$ cat src/rtl/core/gpm_pkg.sv
package gpm_pkg;

  localparam logic [1:0] ModeAmbi  = 2'd0;
  localparam logic [1:0] ModeLeft  = 2'd1;
  localparam logic [1:0] ModeRight = 2'd2;

  localparam logic [7:0] AxisCentre  = 8'd128;
  localparam logic [7:0] AxisLow     = 8'd1;
  localparam logic [7:0] AxisHigh    = 8'd254;
  localparam logic [7:0] DeflectLim  = 8'd64;
  localparam logic [7:0] XBias       = 8'd2;

  // Reciprocal of ten in 14 fractional bits; exact for products up to 1152.
  localparam int unsigned RecipTen   = 1639;
  localparam int unsigned RecipShift = 14;

  typedef struct packed {
    logic [7:0] right_x;
    logic [7:0] right_y;
    logic [7:0] left_x;
    logic [7:0] left_y;
    logic [7:0] button_byte_a;
    logic [7:0] button_byte_b;
    logic       joy_north;
    logic       joy_south;
    logic       joy_west;
    logic       joy_east;
    logic       fire_a_in;
    logic       fire_b_in;
  } item_in_t;

  typedef struct packed {
    logic [7:0] pot0_horiz;
    logic [7:0] pot0_vert;
    logic [7:0] pot1_horiz;
    logic [7:0] pot1_vert;
    logic       pot1_update;
    logic       trigger_a_level;
    logic       trigger_b_level;
    logic [2:0] keypad_rows;
  } item_out_t;

  function automatic logic [7:0] axis_dist(input logic [7:0] v);
    axis_dist = v[7] ? (v - AxisCentre) : (AxisCentre - v);
  endfunction

  function automatic logic [7:0] axis_map(input logic [7:0] v, input logic is_x);
    logic [7:0]  mag;
    logic [10:0] mag9;
    logic [21:0] prod;
    logic [7:0]  q;
    logic [7:0]  d;
    mag  = axis_dist(v);
    mag9 = {3'b000, mag} * 11'd9;
    prod = {11'd0, mag9} * 22'(RecipTen);
    q    = prod[RecipShift +: 8];
    d    = v[7] ? q : (8'd0 - q);
    axis_map = d + AxisCentre + (is_x ? XBias : 8'd0);
  endfunction

endpackage

$ cat src/rtl/core/gpm_in_stage.sv
module gpm_in_stage (
  input  logic                clk_i,
  input  logic                rst_ni,
  input  logic                in_valid_i,
  output logic                in_ready_o,
  input  gpm_pkg::item_in_t   in_item_i,
  output logic                stage_valid_o,
  input  logic                stage_adv_i,
  output gpm_pkg::item_in_t   stage_item_o
);

  logic              valid_q, valid_d;
  gpm_pkg::item_in_t item_q;

  assign in_ready_o = !valid_q || stage_adv_i;
  assign valid_d    = (in_valid_i && in_ready_o) || (valid_q && !stage_adv_i);

  always_ff @(posedge clk_i or negedge rst_ni) begin
    if (!rst_ni) begin
      valid_q <= 1'b0;
    end else begin
      valid_q <= valid_d;
    end
  end

  always_ff @(posedge clk_i) begin
    if (in_valid_i && in_ready_o) begin
      item_q <= in_item_i;
    end
  end

  assign stage_valid_o = valid_q;
  assign stage_item_o  = item_q;

endmodule

$ cat src/rtl/core/gpm_mapper.sv
module gpm_mapper (
  input  logic               clk_i,
  input  logic               rst_ni,
  input  logic               adv_i,
  input  gpm_pkg::item_in_t  item_i,
  output gpm_pkg::item_out_t res_o
);

  logic [1:0] mode_q, mode_d;
  logic       choice_q, choice_d;
  logic       sel, override, ambi, rdev, ldev, choice_now;
  logic [7:0] hd, vd, sx, sy;
  logic       ta, tb;

  always_comb begin
    sel      = !item_i.button_byte_a[0];
    hd       = gpm_pkg::AxisCentre;
    vd       = gpm_pkg::AxisCentre;
    if (item_i.joy_north) begin
      vd = gpm_pkg::AxisLow;
    end else if (item_i.joy_south) begin
      vd = gpm_pkg::AxisHigh;
    end
    if (item_i.joy_west) begin
      hd = gpm_pkg::AxisLow;
    end else if (item_i.joy_east) begin
      hd = gpm_pkg::AxisHigh;
    end
    override = item_i.joy_north || item_i.joy_south || item_i.joy_west || item_i.joy_east;

    rdev = (gpm_pkg::axis_dist(item_i.right_x) > gpm_pkg::DeflectLim) ||
           (gpm_pkg::axis_dist(item_i.right_y) > gpm_pkg::DeflectLim);
    ldev = (gpm_pkg::axis_dist(item_i.left_x) > gpm_pkg::DeflectLim) ||
           (gpm_pkg::axis_dist(item_i.left_y) > gpm_pkg::DeflectLim);
    if (rdev) begin
      choice_now = 1'b0;
    end else if (ldev) begin
      choice_now = 1'b1;
    end else begin
      choice_now = choice_q;
    end

    ambi = 1'b0;
    res_o = '0;
    sx = choice_now ? item_i.left_x : item_i.right_x;
    sy = choice_now ? item_i.left_y : item_i.right_y;
    if (override) begin
      res_o.pot0_horiz = hd;
      res_o.pot0_vert  = vd;
    end else begin
      res_o.pot1_update = 1'b1;
      case (mode_q)
        gpm_pkg::ModeLeft: begin
          res_o.pot0_horiz = gpm_pkg::axis_map(item_i.left_x, 1'b1);
          res_o.pot0_vert  = gpm_pkg::axis_map(item_i.left_y, 1'b0);
          res_o.pot1_horiz = gpm_pkg::axis_map(item_i.right_x, 1'b1);
          res_o.pot1_vert  = gpm_pkg::axis_map(item_i.right_y, 1'b0);
        end
        gpm_pkg::ModeRight: begin
          res_o.pot0_horiz = gpm_pkg::axis_map(item_i.right_x, 1'b1);
          res_o.pot0_vert  = gpm_pkg::axis_map(item_i.right_y, 1'b0);
          res_o.pot1_horiz = gpm_pkg::axis_map(item_i.left_x, 1'b1);
          res_o.pot1_vert  = gpm_pkg::axis_map(item_i.left_y, 1'b0);
        end
        default: begin
          ambi = 1'b1;
          res_o.pot0_horiz = gpm_pkg::axis_map(sx, 1'b1);
          res_o.pot0_vert  = gpm_pkg::axis_map(sy, 1'b0);
          res_o.pot1_horiz = res_o.pot0_horiz;
          res_o.pot1_vert  = res_o.pot0_vert;
        end
      endcase
    end

    mode_d = mode_q;
    if (sel) begin
      if (!item_i.button_byte_b[4]) begin
        mode_d = gpm_pkg::ModeAmbi;
      end else if (!item_i.button_byte_b[7]) begin
        mode_d = gpm_pkg::ModeLeft;
      end else if (!item_i.button_byte_b[5]) begin
        mode_d = gpm_pkg::ModeRight;
      end
      res_o.keypad_rows[2] = !item_i.button_byte_a[3];
      res_o.keypad_rows[1] = !item_i.button_byte_b[6];
    end else begin
      res_o.keypad_rows[0] = !item_i.button_byte_a[3];
    end
    choice_d = ambi ? choice_now : choice_q;

    ta = (!sel && (item_i.button_byte_b[4:2] != 3'b111)) || item_i.fire_a_in;
    tb = (!sel && ({item_i.button_byte_b[6], item_i.button_byte_b[1:0]} != 3'b111)) ||
         item_i.fire_b_in;
    res_o.trigger_a_level = !ta;
    res_o.trigger_b_level = !tb;
  end

  always_ff @(posedge clk_i or negedge rst_ni) begin
    if (!rst_ni) begin
      mode_q   <= gpm_pkg::ModeAmbi;
      choice_q <= 1'b0;
    end else if (adv_i) begin
      mode_q   <= mode_d;
      choice_q <= choice_d;
    end
  end

endmodule

$ cat src/rtl/core/gamepad_to_pot_mapper.sv
// Channel | Direction | Handshake                 | Payload
// input   | in        | in_valid_i / in_ready_o   | in_item_i  (gpm_pkg::item_in_t)
// output  | out       | out_valid_o / out_ready_i | out_item_o (gpm_pkg::item_out_t)
//
// Each item passes an input register and a result register: the mapping between them is
// combinational, and its result is valid once the item has moved into the result register.
// One item per cycle is sustained while the output is not stalled, set by the single mapping stage.
// The mode and stick choice update as an item moves into the result register.
// Reset clears both valid flags, the mode (ambidextrous) and the stick choice (right).
// A stalled output holds its result while the input register, if empty, still takes one more item.
module gamepad_to_pot_mapper (
  input  logic               clk_i,
  input  logic               rst_ni,
  input  logic               in_valid_i,
  output logic               in_ready_o,
  input  gpm_pkg::item_in_t  in_item_i,
  output logic               out_valid_o,
  input  logic               out_ready_i,
  output gpm_pkg::item_out_t out_item_o
);

  logic               stage_valid, stage_adv;
  gpm_pkg::item_in_t  stage_item;
  gpm_pkg::item_out_t res;
  logic               out_valid_q, out_valid_d;
  gpm_pkg::item_out_t out_item_q;

  gpm_in_stage u_in_stage (
    .clk_i         (clk_i),
    .rst_ni        (rst_ni),
    .in_valid_i    (in_valid_i),
    .in_ready_o    (in_ready_o),
    .in_item_i     (in_item_i),
    .stage_valid_o (stage_valid),
    .stage_adv_i   (stage_adv),
    .stage_item_o  (stage_item)
  );

  gpm_mapper u_mapper (
    .clk_i  (clk_i),
    .rst_ni (rst_ni),
    .adv_i  (stage_adv),
    .item_i (stage_item),
    .res_o  (res)
  );

  assign stage_adv   = stage_valid && (!out_valid_q || out_ready_i);
  assign out_valid_d = stage_adv || (out_valid_q && !out_ready_i);

  always_ff @(posedge clk_i or negedge rst_ni) begin
    if (!rst_ni) begin
      out_valid_q <= 1'b0;
    end else begin
      out_valid_q <= out_valid_d;
    end
  end

  always_ff @(posedge clk_i) begin
    if (stage_adv) begin
      out_item_q <= res;
    end
  end

  assign out_valid_o = out_valid_q;
  assign out_item_o  = out_item_q;

endmodule

$ cat config.mk
export PLATFORM = sky130hd
export DESIGN_NAME = gamepad_to_pot_mapper
export DESIGN_NICKNAME = d
export VERILOG_FILES = /design/src/rtl/core/gpm_pkg.sv /design/src/rtl/core/gpm_in_stage.sv /design/src/rtl/core/gpm_mapper.sv /design/src/rtl/core/gamepad_to_pot_mapper.sv
export SDC_FILE = /design/constraint.sdc
export NUM_CORES = 1
export LEC_CHECK = 0
export BUFFER_PORTS_ARGS = -buffer_cell sky130_fd_sc_hd__buf_2
export CORE_UTILIZATION = 45
export CTS_CLUSTER_DIAMETER = 200
export DETAILED_ROUTE_END_ITERATION = 8
export GPL_ROUTABILITY_DRIVEN = 0
export PLACE_DENSITY_LB_ADDON = 0.1
export SYNTH_ARGS = -nofsm -noshare
export SYNTH_HDL_FRONTEND = slang
export SYNTH_SLANG_ARGS = --single-unit
export TNS_END_PERCENT = 5
$ cat constraint.sdc
create_clock -name clk_i -period 12.5 [get_ports clk_i]
set_clock_uncertainty 0.15 [all_clocks]
set_input_delay 1.25 -clock clk_i [delete_from_list [all_inputs] [get_ports clk_i]]
set_output_delay 1.25 -clock clk_i [all_outputs]
set_load 0.02 [all_outputs]
==> flow_metrics.py, run 1 <==
metrics = {
    "grt": {
        "antenna_found_initial": 2,
        "grtUsageMet2_pct": 37.8,
        "gr-max-usage-layer": "met2",
        "grtUsageTotal_pct": 22.0,
        "grt_overflow": 0,
        "grt_max_degree": 49,
        "gr-usage-met3_pct": 2.77,
        "grt_pass1_wl_mm": 82.1,
        "grt_pass1_vias": 15800,
        "grt_use_met1_pct": 29.5,
    },
    "yosys": {
        "ys_seq_elements": 91,
        "synth_top_family_by_area": "adder cells",
        "synth_xor_area_share_pct": 7.71,
        "synth_mux_area_share_pct": 1.98,
        "syn_avg_cell_area_um2": 9.67,
        "ys.flop_type": "edfxtp_1",
        "synth_cell_types": 87,
        "synth_adder_area_share_pct": 48.2,
        "synthArstFlopShare_pct": 5.49,
        "synth_compound_area_share_pct": 11.6,
        "yosys.area_share.simple_pct": 10.1,
        "synth.net_count": 2928,
        "ys_seq_area_share_pct": 12.8,
        "syn_area_mm2": 0.0211,
        "yosys_warnings": 0,
        "synth_edf_count": 86,
        "synthCells": 2181,
    },
    "job": {
        "drv_cap": 0,
    },
    "floorplan": {
        "fp.dieH_um": 218,
        "boundaryPins": 98,
        "design.core.area_mm2": 0.0458,
        "core.rowCount": 78,
        "floorplan.die_area_mm2": 0.0477,
        "die_w_um": 218,
        "initial_core_util_pct": 46.1,
    },
    "sta": {
        "worst_slew_pin_slew_ps": 1040,
        "finalCritPeriodShare_pct": 95.1,
        "rsz0062_at_grt": "false",
        "slew_headroom_pct": 30.8,
        "report.final.slew_viol_count": 0,
        "setup_viol": 0,
        "period_needed_ps": 11880,
        "setup_tns_ps": 0,
        "hold_viol": 0,
        "setup_ws_ps": 616,
        "fmax_mhz": 84.1,
    },
    "clocking": {
        "clkLatencyLatePin_ps": 380,
        "h-tree-depth": 3,
        "cts_root_buf": "clkbuf_16",
        "cts_made_buffers": 9,
        "clk_pin_slew_ps": 80,
        "cts_sinks": 91,
        "cts_buffer_depth": 2,
        "cts_tree": "yes",
    },
    "critical_path": {
        "cp.arrival_ps": 11950,
        "cpMaxStageDelayCell": "nor4b_2",
        "crit_family": "adder cells",
        "path_max_fanout": 7,
        "crit_buf_inv": 3,
        "startpoint_type": "flip-flop",
        "slowest_delay_ps": 860,
        "crit_top_cell": "ha_1",
        "reg2reg_slack_ps": 620,
        "path_class": "reg -> reg",
        "end_kind": "flip-flop",
        "cp.required_ps": 12560,
    },
    "finish": {
        "design_area_mm2": 0.0226,
        "final_common_cell": "ha_1",
        "mostFrequentLayoutCells": "ha_1, inv_1, fa_1, nor2_1, xnor2_1",
        "final_core_util_pct": 49.3,
        "drive_above_1_share_pct": 8.09,
        "area_growth_pct": 7.14,
        "layout.nets": 3004,
        "fillCellCount": 4320,
    },
    "drt": {
        "antenna_left": 0,
        "wl_per_cell_um": 17.6,
        "drc": 0,
        "vias": 15500,
        "dr.pass1.iters": 5,
        "routed_wl_mm": 50.3,
        "drt_iter0_drc": 741,
        "routed_via_density": 5.41,
    },
    "place": {
        "dp_slack_ps": 287,
        "port_buffers": 91,
        "place_hpwl_mm": 43.7,
        "dpl-instance-area_mm2": 0.0223,
    },
    "status": {
        "outcome": "completed",
    },
    "min_path": {
        "hold_class": "reg -> reg",
    },
}
per-stage QoR:
| stage | std cells | hold WS, ps |
|---|---|---|
| CTS | 2859 | 358 |
| floorplan | 2181 | 307 |
| global placement | 2843 | 325 |
| finish | 2863 | 356 |
| global route | 2862 | 384 |
| detailed placement | 2843 | 336 |
state kept, by name (all words and copies together), names as in the netlist:
register	count
u_in_stage.stage_item_o	48
out_valid_o	1
u_in_stage.stage_valid_o	1
u_mapper.choice_q	1
u_mapper.mode_q	2
out_item_o	38
layout make-up:
type                            count  area [um2]  share of cell area [%]
Antenna cell                        1        2.50                  0.0111
Sequential cell                    91        2710                    12.0
Clock buffer                        9         225                   0.997
Inverter                          362        1360                    6.02
Clock inverter                      7        68.8                   0.305
Timing Repair Buffer              119         666                    2.95
Tap cell                          600         751                    3.32
Multi-Input combinational cell   1674       16800                    74.4
worst register-to-register path, delay by kind of cell, from the launching register on:
family                   cells  cell delay [ps]
XOR/XNOR                     5             1240
AO/OA/AOI/OAI               12             2530
AND/OR/NAND/NOR              8             2750
buffers and inverters        3              260
flip-flops                   1              510
multiplexers                 1              310
adder cells (fa/ha/maj)     11             3940
cells in the mapped netlist (all sizes together), types with 13 or more instances:
cell / number / area share, %
and2: 19 / 0.56
fa: 203 / 19
mux2i: 23 / 1.1
edfxtp: 86 / 12
clkbuf: 38 / 0.68
or2: 14 / 0.42
nand2b: 15 / 0.45
nand3: 25 / 0.59
o21a: 19 / 0.68
nand2: 64 / 1.1
nor2b: 13 / 0.39
a221oi: 23 / 1.0
buf: 16 / 0.34
mux2: 16 / 0.89
a21oi: 101 / 2.4
a211oi: 13 / 0.46
xnor2: 109 / 4.7
o21ai: 59 / 1.4
inv: 362 / 6.4
ha: 486 / 29
a31oi: 16 / 0.47
xor2: 71 / 2.9
nor3: 34 / 0.83
a21o: 24 / 0.85
or4: 14 / 0.50
nor2: 116 / 2.1
or3: 13 / 0.39
logic make-up (layout without fill, tap and decap cells):
family / after synthesis / count (layout)
muxes: 39 / 39
buffers and inverters: 416 / 497
DFF: 91 / 91
AOI/OAI and AO/OA: 361 / 361
adders and majority gates: 691 / 691
other: 0 / 1
xor gates and xnor gates: 181 / 181
and+or+nand+nor: 402 / 402
layer usage:
layer / vias up / wire length [um]
met4: 2 / 726
met3: 36 / 1660
met1: 7472 / 23400
met5: - / 8
met2: 255 / 24500
li1: 7727 / -
final timing paths:
kind,startpoint,to,depth (start not counted)
setup / recovery,u_in_stage.stage_item_o[42]$_DFFE_PP_,out_item_o[37]$_DFFE_PP_,40
hold / removal,u_in_stage.stage_valid_o$_DFF_PN0_,out_valid_o$_DFF_PN0_,1
setup reg to reg,u_in_stage.stage_item_o[42]$_DFFE_PP_,out_item_o[37]$_DFFE_PP_,40
hold reg to reg,u_in_stage.stage_valid_o$_DFF_PN0_,out_valid_o$_DFF_PN0_,1
max in group asynchronous,rst_ni,u_in_stage.stage_valid_o$_DFF_PN0_,1
min in group asynchronous,rst_ni,u_mapper.mode_q[1]$_DFFE_PN0P_,1
timing repair:
action,CTS,global route
resized for setup,0,1
hold buffers,0,0
endpoints found under the setup margin,0,4
buffers inserted,0,3
Power of run 1 is not shown: default switching activity piles up to over one toggle a cycle in this logic, so the estimate is an artifact.
==> run 2: changes to the inputs <==
--- a/config.mk
+++ b/config.mk
@@ -5,6 +5,7 @@
 export SDC_FILE = /design/constraint.sdc
 export NUM_CORES = 1
 export LEC_CHECK = 0
+export ABC_AREA = 1
 export BUFFER_PORTS_ARGS = -buffer_cell sky130_fd_sc_hd__buf_2
 export CORE_UTILIZATION = 45
 export CTS_CLUSTER_DIAMETER = 200
==> flow_metrics.py, run 2 <==
metrics = {
    "sta": {
        "fmax_mhz": 94.2,
        "hold_viol": 0,
        "worst_slew_pin_slew_ps": 1170,
        "report.final.slew_viol_count": 0,
        "period_needed_ps": 10610,
        "setup_tns_ps": 0,
        "rsz0062_at_grt": "false",
        "setup_viol": 0,
        "setup_ws_ps": 1890,
        "finalCritPeriodShare_pct": 84.9,
        "slew_headroom_pct": 21.9,
    },
    "finish": {
        "area_growth_pct": 6.88,
        "final_common_cell": "ha_1",
        "mostFrequentLayoutCells": "ha_1, inv_1, nand2_1, fa_1, a21oi_1",
        "insertedDiodeCount": 0,
        "layout.nets": 3203,
        "drive_above_1_share_pct": 6.38,
        "largest_register_ffs": 48,
        "final_core_util_pct": 49.1,
    },
    "clocking": {
        "cts_sinks": 91,
        "holdBufCountCts": 0,
        "cts_setup_buffers": 0,
        "clkLatencyLatePin_ps": 380,
        "h-tree-depth": 3,
        "cts_root_buf": "clkbuf_16",
        "cts_tree": "yes",
        "clk_pin_slew_ps": 80,
        "cts_made_buffers": 9,
        "cts_buffer_depth": 2,
        "ctsResizeCount": 0,
    },
    "grt": {
        "grt_pass1_wl_mm": 78.1,
        "grtUsageTotal_pct": 20.9,
        "antenna_found_initial": 0,
        "grt_overflow": 0,
        "grt_pass1_vias": 16100,
        "grt_max_degree": 49,
    },
    "yosys": {
        "yosys_warnings": 0,
        "synth_most_common_cell": "ha_1",
        "synth_cell_types": 53,
        "netlist_top_cells_area": "ha_1, fa_1, edfxtp_1, inv_1, nand2_1",
        "syn_area_mm2": 0.0205,
        "yosysTopAreaCell": "ha_1",
        "yosys-top-cells-count": "ha_1, inv_1, nand2_1, fa_1, a21oi_1",
        "synth_top_area_share_pct": 29.7,
        "synthArstFlopShare_pct": 5.49,
        "synth.net_count": 3119,
        "synth_edf_count": 86,
        "ys_seq_area_share_pct": 13.2,
        "synthCells": 2372,
        "ys_seq_elements": 91,
        "syn_avg_cell_area_um2": 8.64,
        "ys.flop_type": "edfxtp_1",
    },
    "critical_path": {
        "worstSetupStartpoint": "u_in_stage.stage_item_o[38]$_DFFE_PP_",
        "startpoint_type": "flip-flop",
        "cp.arrival_ps": 10600,
        "reg2reg_slack_ps": 1890,
        "worstReg2RegEnd": "out_item_o[37]$_DFFE_PP_",
        "r2r_cells": 53,
        "cp.required_ps": 12480,
        "cpMaxStageDelayCell": "o21ai_2",
        "reg2reg_from": "u_in_stage.stage_item_o[38]$_DFFE_PP_",
        "path_max_fanout": 31,
        "path_class": "reg -> reg",
        "crit_buf_inv": 10,
        "end_kind": "flip-flop",
        "crit_top_cell": "nand2_1",
        "crit_family": "adder cells",
        "slowest_delay_ps": 580,
    },
    "floorplan": {
        "initial_core_util_pct": 45.9,
        "die_w_um": 215,
        "design.core.area_mm2": 0.0446,
        "floorplan.die_area_mm2": 0.0464,
        "boundaryPins": 98,
        "core.rowCount": 77,
        "fp.dieH_um": 215,
    },
    "drt": {
        "vias": 15500,
        "drt_iter0_drc": 763,
        "wl_per_cell_um": 15.3,
        "routed_via_density": 5.07,
        "dr.pass1.iters": 5,
        "drc": 0,
        "routed_wl_mm": 46.6,
        "antenna_left": 0,
    },
    "place": {
        "dp_slack_ps": 1870,
        "place_hpwl_mm": 41.1,
        "port_buffers": 91,
    },
    "status": {
        "outcome": "completed",
    },
    "min_path": {
        "hold_class": "reg -> reg",
        "min_from": "out_valid_o$_DFF_PN0_",
        "whs_path_depth": 2,
        "min_to": "out_valid_o$_DFF_PN0_",
    },
    "job": {
        "drv_cap": 0,
    },
}
==> run 2: changes by cell type in the layout (fill, tap and decap cells not counted), sizes merged, moves of 16 or more <==
cell and change:
a21oi +19, a221oi -23, and2 -16, buf -23, inv +113, mux2 -16, mux2i -23, nand2 +350
nand3 +92, nor3 -25, o21a -18, o21ai +19, xnor2 -52
==> run 2: how the worst max path moves through the flow <==
stage	cells after the start	slack, ps	endpoint
finish	53	1890	out_item_o[37]$_DFFE_PP_
floorplan	50	3340	out_item_o[28]$_DFFE_PP_
detailed placement	52	1870	out_item_o[37]$_DFFE_PP_
global placement	49	1870	out_item_o[37]$_DFFE_PP_
CTS	49	1830	out_item_o[37]$_DFFE_PP_
global route	53	840	out_item_o[37]$_DFFE_PP_
==> run 2: layout make-up <==
cell class              instances  area (um2)
fillers                      4377       22700
clock buffers                   9         225
well taps                     592         741
clock inverters                 7        70.1
inverters                     478        1790
repair buffers                 96         493
multi-input cells            1780       15900
flip-flops and latches         91        2710
==> run 2: tightest hold or removal path: stages (launching register included) <==
cell and delay (ps):
dfrtp_1 360, nand2_1 70, nand2_1 50
==> run 2: metal layers <==
metal / GRT usage, % / vias to the layer above / part of all wire (%)
li1: - / 7888 / -
met1: 25.9 / 7345 / 44
met2: 38.6 / 205 / 51
met3: 2.71 / 46 / 3.2
met4: 4.23 / 0 / 1.6
met5: 0 / - / 0
==> run 2: kinds of logic (layout without fill, tap and decap cells) <==
| family | after synthesis | after routing | synth area share (%) |
|---|---|---|---|
| AO/OA/AOI/OAI | 274 | 274 | 7.62 |
| XOR/XNOR | 142 | 142 | 6.14 |
| adder cells (fa/ha/maj) | 689 | 689 | 49.5 |
| buffers and inverters | 501 | 590 | 9.37 |
| flip-flops | 91 | 91 | 13.2 |
| AND/OR/NAND/NOR | 675 | 675 | 14.1 |
==> run 2: stage by stage <==
step	hold WS [ps]	std cells	cell area (um2)
detailed placement	351	3037	21600
finish	361	3053	21900
global placement	322	3037	21600
CTS	368	3053	21900
floorplan	306	2372	20500
global route	407	3053	21900
Power of run 2 is left out for the same reason.
==> run 3: changes to the inputs <==
==> constraint.sdc (replaced) <==
create_clock -name clk_i -period 9.5 [get_ports clk_i]
set_clock_uncertainty 0.15 [all_clocks]
set_input_delay 0.95 -clock clk_i [delete_from_list [all_inputs] [get_ports clk_i]]
set_output_delay 0.95 -clock clk_i [all_outputs]
set_load 0.02 [all_outputs]
==> flow_metrics.py, run 3 (synthesis results as in run 2) <==
metrics = {
    "floorplan": {
        "die_w_um": 215,
        "core.rowCount": 77,
        "fp.dieH_um": 215,
        "initial_core_util_pct": 45.9,
        "boundaryPins": 98,
        "design.core.area_mm2": 0.0446,
        "floorplan.die_area_mm2": 0.0464,
    },
    "critical_path": {
        "crit_buf_inv": 12,
        "path_max_fanout": 12,
        "crit_family": "adder cells",
        "reg2reg_slack_ps": 500,
        "cp.required_ps": 9480,
        "r2r_cells": 49,
        "reg2reg_from": "u_in_stage.stage_item_o[38]$_DFFE_PP_",
        "startpoint_type": "flip-flop",
        "cpMaxStageDelayCell": "fa_1",
        "end_kind": "flip-flop",
        "slowest_delay_ps": 550,
        "path_class": "reg -> reg",
        "cp.arrival_ps": 8980,
        "worstReg2RegEnd": "out_item_o[28]$_DFFE_PP_",
    },
    "clocking": {
        "cts_root_buf": "clkbuf_16",
        "clkLatencyLatePin_ps": 370,
        "cts_made_buffers": 9,
        "h-tree-depth": 3,
        "cts_tree": "yes",
        "cts_buffer_depth": 2,
        "cts_sinks": 91,
        "holdBufCountCts": 0,
        "clk_pin_slew_ps": 80,
    },
    "drt": {
        "routed_wl_mm": 48.2,
        "wl_per_cell_um": 15.3,
        "drt_iter0_drc": 700,
        "routed_via_density": 5.07,
        "drc": 0,
        "antenna_left": 0,
        "vias": 16000,
        "dr.pass1.iters": 5,
    },
    "finish": {
        "fillCellCount": 4181,
        "fin_cells": 3157,
        "layout.nets": 3307,
        "insertedDiodeCount": 0,
        "final_core_util_pct": 52.9,
        "largest_register_ffs": 48,
        "mostFrequentLayoutCells": "inv_1, ha_1, nand2_1, fa_1, a21oi_1",
        "seq_area_mm2": 0.00271,
        "drive_above_1_share_pct": 15.3,
        "final_common_cell": "inv_1",
        "multi_input_area_mm2": 0.0167,
        "area_growth_pct": 15.2,
    },
    "sta": {
        "slew_headroom_pct": 29.0,
        "setup_viol": 0,
        "finalCritPeriodShare_pct": 94.8,
        "rsz0062_at_grt": "true",
        "fmax_mhz": 111,
        "hold_viol": 0,
        "worst_slew_pin_slew_ps": 1060,
        "report.final.slew_viol_count": 0,
        "setup_ws_ps": 499,
        "period_needed_ps": 9000,
    },
    "grt": {
        "grtUsageTotal_pct": 21.2,
        "grt_overflow": 0,
        "grt_max_degree": 40,
        "grt_pass1_vias": 16400,
        "antenna_found_initial": 0,
        "grt_pass1_wl_mm": 79.3,
    },
    "place": {
        "dp_slack_ps": -179,
        "place_inst": 3115,
        "port_buffers": 91,
        "place_hpwl_mm": 41.7,
    },
    "min_path": {
        "hold_class": "in -> async",
    },
    "job": {
        "drv_cap": 0,
    },
    "status": {
        "outcome": "completed",
    },
}
-- run 3: cell count changes in the layout (fill, tap and decap cells not counted), sizes merged --
cell	delta
buf	+104
bufinv	+2
clkinv	+1
clkinvlp	-3
-- run 3: cell type report --
type                            count  area share, %
Clock buffer                        9          0.954
Clock inverter                      7          0.456
Inverter                          478           7.62
Multi-Input combinational cell   1780           70.7
Sequential cell                    91           11.5
Tap cell                          592           3.14
Timing Repair Buffer              200           5.63
-- run 3: metal layers --
metal / global-route usage [%] / routed length (um) / vias to the layer above
met1: 27.1 / 22000 / 7652
met4: 5.41 / 1010 / 0
li1: - / - / 8094
met5: 0 / 0 / -
met2: 37.5 / 23800 / 214
met3: 2.69 / 1340 / 58
-- run 3: worst max-delay path by stage --
stage	cells past startpoint	startpoint	slack, ps	end
3_5_place_dp	53	u_in_stage.stage_item_o[38]$_DFFE_PP_	-180	out_item_o[28]$_DFFE_PP_
3_3_place_gp	55	u_in_stage.stage_item_o[39]$_DFFE_PP_	-110	out_item_o[37]$_DFFE_PP_
4_1_cts	51	u_in_stage.stage_item_o[22]$_DFFE_PP_	8	out_item_o[29]$_DFFE_PP_
2_1_floorplan	50	u_in_stage.stage_item_o[22]$_DFFE_PP_	340	out_item_o[28]$_DFFE_PP_
5_1_grt	64	u_in_stage.stage_item_o[39]$_DFFE_PP_	-130	out_item_o[37]$_DFFE_PP_
6_report	49	u_in_stage.stage_item_o[38]$_DFFE_PP_	500	out_item_o[28]$_DFFE_PP_
-- run 3: worst register-to-register path, delay by kind of cell, from the launching register on --
kind                     cells  cell delay, ps
AO/OA/AOI/OAI                9            1360
XOR/XNOR                     2             310
buffers and inverters       12            1020
AND/OR/NAND/NOR             14            1280
flip-flops                   1             410
adder cells (fa/ha/maj)     12            4220
-- run 3: repair_timing --
item / 4_1_cts / 5_1_grt
resized for setup: 10 / 171
pin swaps: 4 / 74
buffers inserted: 3 / 23
endpoints found under the setup margin: 14 / 27
-- run 3: through the flow --
step | area (um2) | TNS (ps) | hold slack [ps]
CTS | 22600 | 0 | 233
finish | 23600 | 0 | 240
global route | 23600 | -433 | 237
detailed placement | 22200 | -1020 | 326
global placement | 22200 | -321 | 316
floorplan | 20500 | 0 | 306
Power of run 3 is left out for the same reason.
